### src/hdl/lsps_pkg.sv
`timescale 1ns / 1ps
`default_nettype none

package lsps_pkg;

  // Sensor array and field widths
  localparam int unsigned SensorCount = 8;
  localparam int unsigned ErrW        = 4;
  localparam int unsigned DiffW       = 5;
  localparam int unsigned GainW       = 16;
  localparam int unsigned IntegW      = 32;
  localparam int unsigned DriveW      = 31;
  localparam int unsigned CfgIdxW     = 2;

  // Product and sum widths
  localparam int unsigned PropW  = GainW + ErrW;
  localparam int unsigned IntPW  = GainW + IntegW;
  localparam int unsigned DerivW = GainW + DiffW;
  localparam int unsigned SumW   = IntPW + 2;

  typedef logic signed [ErrW-1:0]   err_t;
  typedef logic signed [DiffW-1:0]  diff_t;
  typedef logic signed [GainW-1:0]  gain_t;
  typedef logic signed [IntegW-1:0] integ_t;
  typedef logic [DriveW-1:0]        drive_t;

  // Sensor weights, sensor 0 first
  localparam logic signed [ErrW-1:0] SensorWeight [SensorCount] =
    '{-4'sd3, -4'sd2, -4'sd1, 4'sd0, 4'sd0, 4'sd1, 4'sd2, 4'sd3};

  // Special sample patterns
  localparam logic [SensorCount-1:0] NodeAligned = 8'h99;
  localparam logic [SensorCount-1:0] NodeRight   = 8'hCC;
  localparam logic [SensorCount-1:0] NodeLeft    = 8'h33;
  localparam logic [SensorCount-1:0] Junction120 = 8'h18;
  localparam logic [SensorCount-1:0] CenterMask  = 8'h18;
  localparam logic [SensorCount-1:0] LowerMask   = 8'h0F;
  localparam logic [SensorCount-1:0] UpperMask   = 8'hF0;

  // Configuration register indexes
  typedef enum logic [CfgIdxW-1:0] {
    RegPropGain     = 2'd0,
    RegIntegralGain = 2'd1,
    RegDerivGain    = 2'd2
  } cfg_reg_e;

  // Pattern flags of one sample
  typedef struct packed {
    logic cross_section;
    logic off_line;
    logic node_seen;
    logic junction_120;
    logic turn_90;
    logic false_node;
  } flags_t;

  // Load strobes for the back stages
  typedef struct packed {
    logic load_prod;
    logic load_out;
  } back_ctl_t;

  // Weighted position error of one sample
  function automatic err_t position_error(input logic [SensorCount-1:0] s);
    err_t acc;
    acc = '0;
    for (int i = 0; i < SensorCount; i++) begin
      if (s[i]) begin
        acc = acc + SensorWeight[i];
      end
    end
    return acc;
  endfunction

endpackage

`default_nettype wire

### src/hdl/line_sensor_pid_steering.sv
// Each item passes through the input, decode/integral, product and result registers.
// Throughput: one item per cycle while out_stall_i is low; each stage moves as soon
// as the stage after it has room.
// Reset: asynchronous, active low; clears the gains, the error integral, the last error
// and all stage valid flags. The configuration port is always ready.
`timescale 1ns / 1ps
`default_nettype none

module line_sensor_pid_steering (
  input  wire logic                               clk_i,
  input  wire logic                               rst_ni,
  // configuration
  input  wire logic                               cfg_valid_i,
  output logic                                    cfg_ready_o,
  input  wire logic [lsps_pkg::CfgIdxW-1:0]       cfg_index_i,
  input  wire logic [lsps_pkg::GainW-1:0]         cfg_data_i,
  // input items
  input  wire logic                               in_valid_i,
  output logic                                    in_stall_o,
  input  wire logic [lsps_pkg::SensorCount-1:0]   sensor_bits_i,
  // result items
  output logic                                    out_valid_o,
  input  wire logic                               out_stall_i,
  output logic signed [lsps_pkg::ErrW-1:0]        position_error_o,
  output logic [lsps_pkg::DriveW-1:0]             drive_level_o,
  output logic                                    cross_section_o,
  output logic                                    off_line_o,
  output logic                                    node_seen_o,
  output logic                                    junction_120_o,
  output logic                                    turn_90_o,
  output logic                                    false_node_o
);

  lsps_pkg::gain_t prop_gain_q, integral_gain_q, deriv_gain_q;
  logic            v0_q, v1_q, v2_q, v3_q;
  logic            en0, en1, en2, en3;
  logic [lsps_pkg::SensorCount-1:0] sensor_q;

  lsps_pkg::err_t      s1_err;
  lsps_pkg::integ_t    s1_integ;
  lsps_pkg::diff_t     s1_diff;
  lsps_pkg::flags_t    s1_flags;
  lsps_pkg::back_ctl_t back_ctl;
  lsps_pkg::err_t      out_err;
  lsps_pkg::flags_t    out_flags;

  // Gain registers
  assign cfg_ready_o = 1'b1;

  always_ff @(posedge clk_i or negedge rst_ni) begin
    if (!rst_ni) begin
      prop_gain_q     <= '0;
      integral_gain_q <= '0;
      deriv_gain_q    <= '0;
    end else if (cfg_valid_i && cfg_ready_o) begin
      case (lsps_pkg::cfg_reg_e'(cfg_index_i))
        lsps_pkg::RegPropGain:     prop_gain_q     <= cfg_data_i;
        lsps_pkg::RegIntegralGain: integral_gain_q <= cfg_data_i;
        lsps_pkg::RegDerivGain:    deriv_gain_q    <= cfg_data_i;
        default: ;
      endcase
    end
  end

  // Stage enables: a stage loads when it is empty or its item moves on
  assign en3 = !v3_q || !out_stall_i;
  assign en2 = !v2_q || en3;
  assign en1 = !v1_q || en2;
  assign en0 = !v0_q || en1;

  assign in_stall_o  = !en0;
  assign out_valid_o = v3_q;

  // Advance valid flags
  always_ff @(posedge clk_i or negedge rst_ni) begin
    if (!rst_ni) begin
      v0_q <= 1'b0;
      v1_q <= 1'b0;
      v2_q <= 1'b0;
      v3_q <= 1'b0;
    end else begin
      if (en0) v0_q <= in_valid_i;
      if (en1) v1_q <= v0_q;
      if (en2) v2_q <= v1_q;
      if (en3) v3_q <= v2_q;
    end
  end

  // Input register
  always_ff @(posedge clk_i) begin
    if (en0 && in_valid_i) begin
      sensor_q <= sensor_bits_i;
    end
  end

  lsps_front u_front (
    .clk_i    (clk_i),
    .rst_ni   (rst_ni),
    .load_i   (en1 && v0_q),
    .sensor_i (sensor_q),
    .err_o    (s1_err),
    .integ_o  (s1_integ),
    .diff_o   (s1_diff),
    .flags_o  (s1_flags)
  );

  assign back_ctl.load_prod = en2 && v1_q;
  assign back_ctl.load_out  = en3 && v2_q;

  lsps_back u_back (
    .clk_i           (clk_i),
    .ctl_i           (back_ctl),
    .prop_gain_i     (prop_gain_q),
    .integral_gain_i (integral_gain_q),
    .deriv_gain_i    (deriv_gain_q),
    .err_i           (s1_err),
    .integ_i         (s1_integ),
    .diff_i          (s1_diff),
    .flags_i         (s1_flags),
    .err_o           (out_err),
    .drive_o         (drive_level_o),
    .flags_o         (out_flags)
  );

  assign position_error_o = out_err;
  assign cross_section_o  = out_flags.cross_section;
  assign off_line_o       = out_flags.off_line;
  assign node_seen_o      = out_flags.node_seen;
  assign junction_120_o   = out_flags.junction_120;
  assign turn_90_o        = out_flags.turn_90;
  assign false_node_o     = out_flags.false_node;

endmodule

`default_nettype wire

### src/hdl/lsps_front.sv
`timescale 1ns / 1ps
`default_nettype none

module lsps_front (
  input  wire logic                                clk_i,
  input  wire logic                                rst_ni,
  input  wire logic                                load_i,
  input  wire logic [lsps_pkg::SensorCount-1:0]    sensor_i,
  output lsps_pkg::err_t                           err_o,
  output lsps_pkg::integ_t                         integ_o,
  output lsps_pkg::diff_t                          diff_o,
  output lsps_pkg::flags_t                         flags_o
);

  lsps_pkg::integ_t               integ_q, integ_d;
  lsps_pkg::err_t                 last_err_q;
  lsps_pkg::err_t                 err_d, err_q;
  lsps_pkg::diff_t                diff_d, diff_q;
  lsps_pkg::flags_t               flags_d, flags_q;
  logic signed [lsps_pkg::IntegW:0] integ_sum;

  // Decode the sample and compute the derivative term input
  always_comb begin
    err_d  = lsps_pkg::position_error(sensor_i);
    diff_d = lsps_pkg::DiffW'(err_d) - lsps_pkg::DiffW'(last_err_q);

    flags_d.cross_section = (sensor_i == '0);
    flags_d.off_line      = (sensor_i == '1);
    flags_d.node_seen     = (sensor_i == lsps_pkg::NodeAligned) ||
                            (sensor_i == lsps_pkg::NodeRight) ||
                            (sensor_i == lsps_pkg::NodeLeft);
    flags_d.junction_120  = (sensor_i == lsps_pkg::Junction120);
    flags_d.turn_90       = ((sensor_i & lsps_pkg::LowerMask) == '0) ||
                            ((sensor_i & lsps_pkg::UpperMask) == '0);
    flags_d.false_node    = ((sensor_i & lsps_pkg::CenterMask) == '0);
  end

  // Saturating integral update
  always_comb begin
    integ_sum = (lsps_pkg::IntegW+1)'(integ_q) + (lsps_pkg::IntegW+1)'(err_d);
    if (integ_sum[lsps_pkg::IntegW] != integ_sum[lsps_pkg::IntegW-1]) begin
      integ_d = integ_sum[lsps_pkg::IntegW] ? {1'b1, {(lsps_pkg::IntegW-1){1'b0}}}
                                            : {1'b0, {(lsps_pkg::IntegW-1){1'b1}}};
    end else begin
      integ_d = integ_sum[lsps_pkg::IntegW-1:0];
    end
  end

  // Hold controller state between items
  always_ff @(posedge clk_i or negedge rst_ni) begin
    if (!rst_ni) begin
      integ_q    <= '0;
      last_err_q <= '0;
    end else if (load_i) begin
      integ_q    <= integ_d;
      last_err_q <= err_d;
    end
  end

  // Stage register
  always_ff @(posedge clk_i) begin
    if (load_i) begin
      err_q   <= err_d;
      diff_q  <= diff_d;
      flags_q <= flags_d;
    end
  end

  assign err_o   = err_q;
  assign integ_o = integ_q;
  assign diff_o  = diff_q;
  assign flags_o = flags_q;

endmodule

`default_nettype wire

### src/hdl/lsps_back.sv
`timescale 1ns / 1ps
`default_nettype none

module lsps_back (
  input  wire logic                 clk_i,
  input  wire lsps_pkg::back_ctl_t  ctl_i,
  input  wire lsps_pkg::gain_t      prop_gain_i,
  input  wire lsps_pkg::gain_t      integral_gain_i,
  input  wire lsps_pkg::gain_t      deriv_gain_i,
  input  wire lsps_pkg::err_t       err_i,
  input  wire lsps_pkg::integ_t     integ_i,
  input  wire lsps_pkg::diff_t      diff_i,
  input  wire lsps_pkg::flags_t     flags_i,
  output lsps_pkg::err_t            err_o,
  output lsps_pkg::drive_t          drive_o,
  output lsps_pkg::flags_t          flags_o
);

  logic signed [lsps_pkg::PropW-1:0]  prop_q;
  logic signed [lsps_pkg::IntPW-1:0]  intp_q;
  logic signed [lsps_pkg::DerivW-1:0] deriv_q;
  lsps_pkg::err_t                     err_q, err_out_q;
  lsps_pkg::flags_t                   flags_q, flags_out_q;
  lsps_pkg::drive_t                   drive_d, drive_q;
  logic signed [lsps_pkg::SumW-1:0]   pid_sum;
  logic [lsps_pkg::SumW-1:0]          pid_abs;

  // Product stage: one multiplier per term
  always_ff @(posedge clk_i) begin
    if (ctl_i.load_prod) begin
      prop_q  <= lsps_pkg::PropW'(prop_gain_i) * lsps_pkg::PropW'(err_i);
      intp_q  <= lsps_pkg::IntPW'(integral_gain_i) * lsps_pkg::IntPW'(integ_i);
      deriv_q <= lsps_pkg::DerivW'(deriv_gain_i) * lsps_pkg::DerivW'(diff_i);
      err_q   <= err_i;
      flags_q <= flags_i;
    end
  end

  // Add the terms, take the magnitude and clamp it
  always_comb begin
    pid_sum = lsps_pkg::SumW'(prop_q) + lsps_pkg::SumW'(intp_q)
            + lsps_pkg::SumW'(deriv_q);
    pid_abs = pid_sum[lsps_pkg::SumW-1] ? lsps_pkg::SumW'(-pid_sum)
                                        : lsps_pkg::SumW'(pid_sum);
    if (pid_abs[lsps_pkg::SumW-1:lsps_pkg::DriveW] != '0) begin
      drive_d = '1;
    end else begin
      drive_d = pid_abs[lsps_pkg::DriveW-1:0];
    end
  end

  // Result register
  always_ff @(posedge clk_i) begin
    if (ctl_i.load_out) begin
      drive_q     <= drive_d;
      err_out_q   <= err_q;
      flags_out_q <= flags_q;
    end
  end

  assign err_o   = err_out_q;
  assign drive_o = drive_q;
  assign flags_o = flags_out_q;

endmodule

`default_nettype wire

### config.mk
export PLATFORM = sky130hd
export DESIGN_NAME = line_sensor_pid_steering
export DESIGN_NICKNAME = d
export VERILOG_FILES = /design/src/hdl/lsps_pkg.sv /design/src/hdl/line_sensor_pid_steering.sv /design/src/hdl/lsps_front.sv /design/src/hdl/lsps_back.sv
export SDC_FILE = /design/constraint.sdc
export NUM_CORES = 2
export LEC_CHECK = 0
export ABC_AREA = 1
export BUFFER_PORTS_ARGS = -buffer_cell sky130_fd_sc_hd__clkbuf_2
export CORE_UTILIZATION = 60
export CTS_CLUSTER_DIAMETER = 100
export DETAILED_ROUTE_END_ITERATION = 7
export PLACE_DENSITY = 0.77
export SYNTH_ARGS = -nofsm -noshare
export SYNTH_HDL_FRONTEND = slang
export SYNTH_SLANG_ARGS = --single-unit
### constraint.sdc
create_clock -name clk_i -period 18.6 [get_ports clk_i]
set_clock_uncertainty 0.2 [all_clocks]
set_input_delay 2.79 -clock clk_i [delete_from_list [all_inputs] [get_ports clk_i]]
set_output_delay 2.79 -clock clk_i [all_outputs]
set_load 0.05 [all_outputs]
# --- Word level (Yosys, flattened, before mapping) ---
# Cells that the tools add are included.
totals:
  input_bits: 31
  reg_bits: 251
  wordCells: 92
  output_inout_bits: 44
classes:
  eq_ne: 8
  n_mux: 9
  mul: 3
  reduce_logical: 26
  addsub: 10
ops:
  columns: ["operator", "n"]
  rows:
  - ["$mux 32", 2]
  - ["$add 49x21->50", 1]
  - ["$mux 50", 1]
  - ["$neg 50->50", 1]
  - ["$add 20x48->49", 1]
  - ["$mul 16x32->48", 1]
  - ["$add 32x4->33", 1]
  - ["$logic_not 8->1", 4]
  - ["$eq 8x8->1 const B", 3]
  - ["$mux 4", 6]
  - ["$mul 16x5->21", 1]
  - ["$mul 16x4->20", 1]
  - ["$reduce_bool 19->1", 1]
  - ["$add 4x2->4 const B", 2]
  - ["$add 4x3->4 const B", 2]
  - ["$eq 8x5->1 const B", 1]
  - ["$eq 8x6->1 const B", 1]
  - ["$logic_or 1x1->1", 7]
  - ["$logic_not 1->1", 6]
  - ["$reduce_and 2->1", 3]
  - ["$sub 4x4->5", 1]
  - ["$add 4x1->4 const B", 1]
  - ["$logic_and 1x1->1", 4]
  - ["$eq 2x1->1 const B", 1]
  - ["other kinds (3)", 3]

# --- Longest topological paths before layout ---
logic_depth:
  depth_word: 14
  depth_mapped: 29
  depth_no_buf: 28

# --- Hierarchy ---
# From an unflattened synthesis, not the netlist that was laid out.
hier_totals:
  cells_unflattened: 5432
  hier_area_um2: 41903.9
by_module_without_submodules:
  columns: ["module", "cells_each", "seq_area_each_um2", "area_per_inst_um2", "n_inst"]
  rows:
  - ["lsps_back", 4529, 4204.0, 34648.2, 1]
  - ["lsps_front", 697, 1351.3, 4858.4, 1]
  - ["line_sensor_pid_steering", 206, 1541.5, 2397.3, 1]

# --- Least setup slack after synthesis ---
# OpenSTA, ideal clock, no wires.
synth_timing:
  kind: "input port to output port"
  startpoint: "in out_stall_i"
  endpoint: "out in_stall_o"
  cell_stages: 6
  required_ns: 15.610
  setup_slack_ns: 11.752
  path_buffers: 0
  arrival_time_ns: 3.858
  cell_sequence: "nand2_1 nor2_1 inv_1 nor2_1 inv_1 nor2_1"
synth_via:
  elab_chain_cells: 6
synth_lines:
  columns: ["item", "line_no", "rtl"]
  rows:
  - ["start, declared", "line_sensor_pid_steering.sv:23", "input wire logic out_stall_i,"]
  - ["$logic_not 1->1", "line_sensor_pid_steering.sv:66", "assign en3 = !v3_q || !out_stall_i;"]
  - ["$logic_or 1x1->1", "line_sensor_pid_steering.sv:66", null]
  - ["$logic_or 1x1->1", "line_sensor_pid_steering.sv:67", "assign en2 = !v2_q || en3;"]
  - ["$logic_or 1x1->1", "line_sensor_pid_steering.sv:68", "assign en1 = !v1_q || en2;"]
  - ["$logic_or 1x1->1", "line_sensor_pid_steering.sv:69", "assign en0 = !v0_q || en1;"]
  - ["$logic_not 1->1", "line_sensor_pid_steering.sv:71", "assign in_stall_o = !en0;"]
  - ["end, declared", "line_sensor_pid_steering.sv:19", "output logic in_stall_o,"]
# Every way passes these cells.

# --- Worst setup path after layout ---
layout_timing:
  startpoint: "reg integral_gain_q[5]"
  endpoint: "reg u_back.intp_q[47] in the netlist's numbering (data pin)"
layout_via:
  elab_chain_cells: 1
layout_lines:
  columns: ["item", "line_no", "rtl"]
  rows:
  - ["start, declared", "line_sensor_pid_steering.sv:34", "lsps_pkg::gain_t prop_gain_q, integral_gain_q, deriv_gain_q;"]
  - ["start signal, assigned", "line_sensor_pid_steering.sv:58", "lsps_pkg::RegIntegralGain: integral_gain_q <= cfg_data_i;"]
  - ["$mul 16x32->48", "lsps_back.sv:32", "intp_q <= lsps_pkg::IntPW'(integral_gain_i) * lsps_pkg::IntPW'(integ_i);"]
  - ["end signal, assigned", "lsps_back.sv:32", null]
  - ["end, declared", "lsps_back.sv:20", "logic signed [lsps_pkg::IntPW-1:0] intp_q;"]
# Every way passes these cells.
# A chain may end at the register's enable or synchronous reset.

==> flow_metrics.tcl <==
set metrics [dict create \
    run_status "complete, no violations" \
    clockRootBuffer "clkbuf_16" \
    synth_enable_flop_cells 163 \
    num_rows 94 \
    slew_violations 0 \
    io_pins 75 \
    cap_violations 0 \
    fin_setup_tns_ns 0 \
    synth-async-reset-ratio_pct 35.1 \
    dieArea_mm2 0.0685 \
    fin_nets 6068 \
    fillers 5676 \
    fin_crit_sh_pct 40.4 \
    start_util_pct 61.1 \
    routed_wl_um 97800 \
    cp_common_cell "inv_1" \
    die_w_um 262 \
    regToRegStartpoint "integral_gain_q[5]" \
    fmax_mhz 133 \
    die_y_um 262 \
    io_buffers 73 \
    grt_pass1_wl_um 163000 \
    syn_nets 6116 \
    cts.sinks 251 \
    cp_max_fo 33 \
    track_usage_pct 29.9 \
    cts_hold_buf 0 \
    reg2reg_to "u_back.intp_q[47]" \
    worst_slew_pin_slew_ns 1.34 \
    startpoint_type "flop" \
    grt_pass1_vias 33200 \
    required_ns 18.70 \
    dp_hpwl_um 79400 \
    drive_gt1_share_pct 5.13 \
    setup_violations 0 \
    synth_area_mm2 0.0405 \
    place_congestion 0.943 \
    final_util_pct 64.0 \
    fin_crit_ns 7.51 \
    htree_levels 1 \
    hold_viol 0 \
    final_cell_mix "nand2_1 (1385), inv_1 (1274), fa_1 (620), ha_1 (278), nor2_1 (267)" \
    path_clk_slew_ns 0.06 \
    drt_first_pass_iters 5 \
    whs_path_depth 0 \
    core_area_mm2 0.0662 \
    slew_headroom_pct 10.9 \
    cts_tree "done" \
    r2r_slack_ns 11.09 \
    wl_per_cell_um 16.2 \
    synth_area_per_cell_um2 7.81 \
    yosysSeqAreaShare_pct 17.5 \
    hold_class "flop to flop" \
    num_antenna_cells 0 \
    cts_buffers 30 \
    drt_iter0_markers 2463 \
    ys_warn_count 0 \
    via_per_inst 5.36 \
    worstHoldEndpoint "u_back.flags_o[4]" \
    worstHoldStart "u_back.flags_q[4]" \
    rsz0062_at_grt "false" \
    clockBufferDepth 3 \
    post_cts_resized 0 \
    slowest_delay_ns 1.22 \
    gr-total-overflow 0 \
    grt_start_max_net_pins 73 \
    antenna_found_initial 0 \
    drc 0 \
    end_kind "flop" \
    final_common_cell "nand2_1" \
    vias 32300 \
    worstPathArrival_ns 7.61 \
    ant_nets 0 \
    crit_path_top_delay_cell "dfrtp_1" \
    ys_types 50 \
    post-cts-setup-buffers 0 \
    insertion_delay_ns 0.59 \
    synth-seq-cells 251 \
    crit_family "adder cells" \
    synthCells 5187 \
    critical_path_class "flop to flop" \
    synth-main-ff-cell "edfxtp_1" \
    syn_to_final_growth_pct 4.72 \
    crit_chain "nand2_1 > inv_1 > fa_1 > inv_1 > fa_1 > fa_1 > inv_1 > fa_1 > fa_1 > inv_1 > fa_1 > inv_1 > ha_1 > a21oi_1 > inv_1 > a21oi_1 > o21ai_0 > a21boi_0 > o21ai_0 > a21boi_0 > inv_1 > nand4_1 > nand2_1 > xor2_1" \
    crit_buf_inv 7 \
    reg2regPathDepth 24 \
]
## worst max-delay path by stage
| stage | startpoint | to | slack [ns] | cells after the start |
|---|---|---|---|---|
| 2_1_floorplan | out_stall_i | in_stall_o | 11.75 | 6 |
| 3_3_place_gp | integral_gain_q[7] | u_back.intp_q[44] | 11.34 | 25 |
| 3_5_place_dp | integral_gain_q[7] | u_back.intp_q[44] | 11.22 | 25 |
| 4_1_cts | integral_gain_q[7] | u_back.intp_q[44] | 11.20 | 25 |
| 5_1_grt | integral_gain_q[7] | u_back.intp_q[44] | 10.69 | 25 |
| 6_report | integral_gain_q[5] | u_back.intp_q[47] | 11.09 | 24 |
## worst register-to-register path, cell delays in order (launching register included)
cell and delay (ns):
dfrtp_1 1.22, nand2_1 0.17, inv_1 0.12, fa_1 0.41, inv_1 0.08, fa_1 0.44
fa_1 0.52, inv_1 0.06, fa_1 0.49, fa_1 0.49, inv_1 0.05, fa_1 0.47
inv_1 0.04, ha_1 0.32, a21oi_1 0.15, inv_1 0.06, a21oi_1 0.26, o21ai_0 0.17
a21boi_0 0.34, o21ai_0 0.24, a21boi_0 0.49, inv_1 0.12, nand4_1 0.09, nand2_1 0.06
xor2_1 0.14
## per-stage QoR
step,hold WS (ns),worst slack (ns),cells,area (µm²)
floorplan,0.200,11.75,5187,40500
global placement,0.202,11.34,5971,41400
detailed placement,0.205,11.22,5971,41400
CTS,0.214,11.20,6027,42400
global route,0.223,10.69,6027,42400
finish,0.210,11.09,6027,42400
## routing by layer
| layer | global-route usage, % | share of wire, % | wire length, µm | vias up |
|---|---|---|---|---|
| li1 | - | - | - | 15300 |
| met1 | 39.9 | 42 | 40800 | 15400 |
| met2 | 49.0 | 46 | 44800 | 1273 |
| met3 | 5.68 | 8.8 | 8580 | 252 |
| met4 | 10.5 | 3.7 | 3630 | 0 |
| met5 | 0 | 0 | 0 | - |
## synth_stat cells, types with 3 or more instances
cell type,n,area [µm²]
nor2_4,3,33.8
a31oi_1,17,106
o21a_1,10,75.1
inv_2,7,26.3
nand4_1,54,338
buf_4,3,22.5
o31ai_1,6,45.0
nand3_1,151,756
fa_1,620,12400
nor3_1,20,100
buf_2,10,50.1
a211oi_1,7,52.6
o21ai_0,140,701
nand2_1,1385,5200
o21bai_1,9,67.6
xnor2_1,60,526
ha_1,278,3480
a21oi_1,185,926
dfrtp_1,88,2200
inv_1,1275,4790
nand3b_1,6,45.0
a22oi_1,4,30.0
a21o_1,3,22.5
clkbuf_1,158,593
and2_1,6,37.5
edfxtp_1,163,4890
a21boi_0,9,67.6
a221oi_1,5,43.8
nand3_2,11,110
buf_6,5,56.3
nor4_1,4,25.0
nor2_2,23,144
nor2_1,268,1010
or2_2,34,213
xor2_1,105,920
nand2_2,35,219
## final cells by class
| class | instances | area [µm²] | area share, % |
|---|---|---|---|
| multi-input combinational | 3474 | 27900 | 65.7 |
| sequential | 251 | 7100 | 16.7 |
| inverter | 1284 | 4820 | 11.4 |
| tap | 864 | 1080 | 2.55 |
| clock buffer | 38 | 812 | 1.92 |
| timing repair buffer | 98 | 556 | 1.31 |
| clock inverter | 18 | 165 | 0.389 |
## state kept, by name (all words and copies together) (netlist names), 16 cells and up
register and flops:
u_back.drive_o 31, integral_gain_q 16, u_back.deriv_q 21, u_back.intp_q 48
u_back.prop_q 20, prop_gain_q 16, deriv_gain_q 16, u_front.integ_o 32
## cells by family (layout without fill, tap and decap cells)
kind of cell | count (synthesis) | count (layout) | share of synthesized area, %
AOI/OAI and AO/OA | 404 | 404 | 5.48
adders and majority gates | 898 | 898 | 39.2
other | 1 | 1 | 0.00926
DFF | 251 | 251 | 17.5
muxes | 2 | 2 | 0.0494
xor gates and xnor gates | 165 | 165 | 3.57
buffers and inverters | 1462 | 1438 | 13.7
and+or+nand+nor | 2004 | 2004 | 20.4
Power is not shown: default switching activity piles up to over one toggle a cycle in this logic, so the estimate is an artifact.
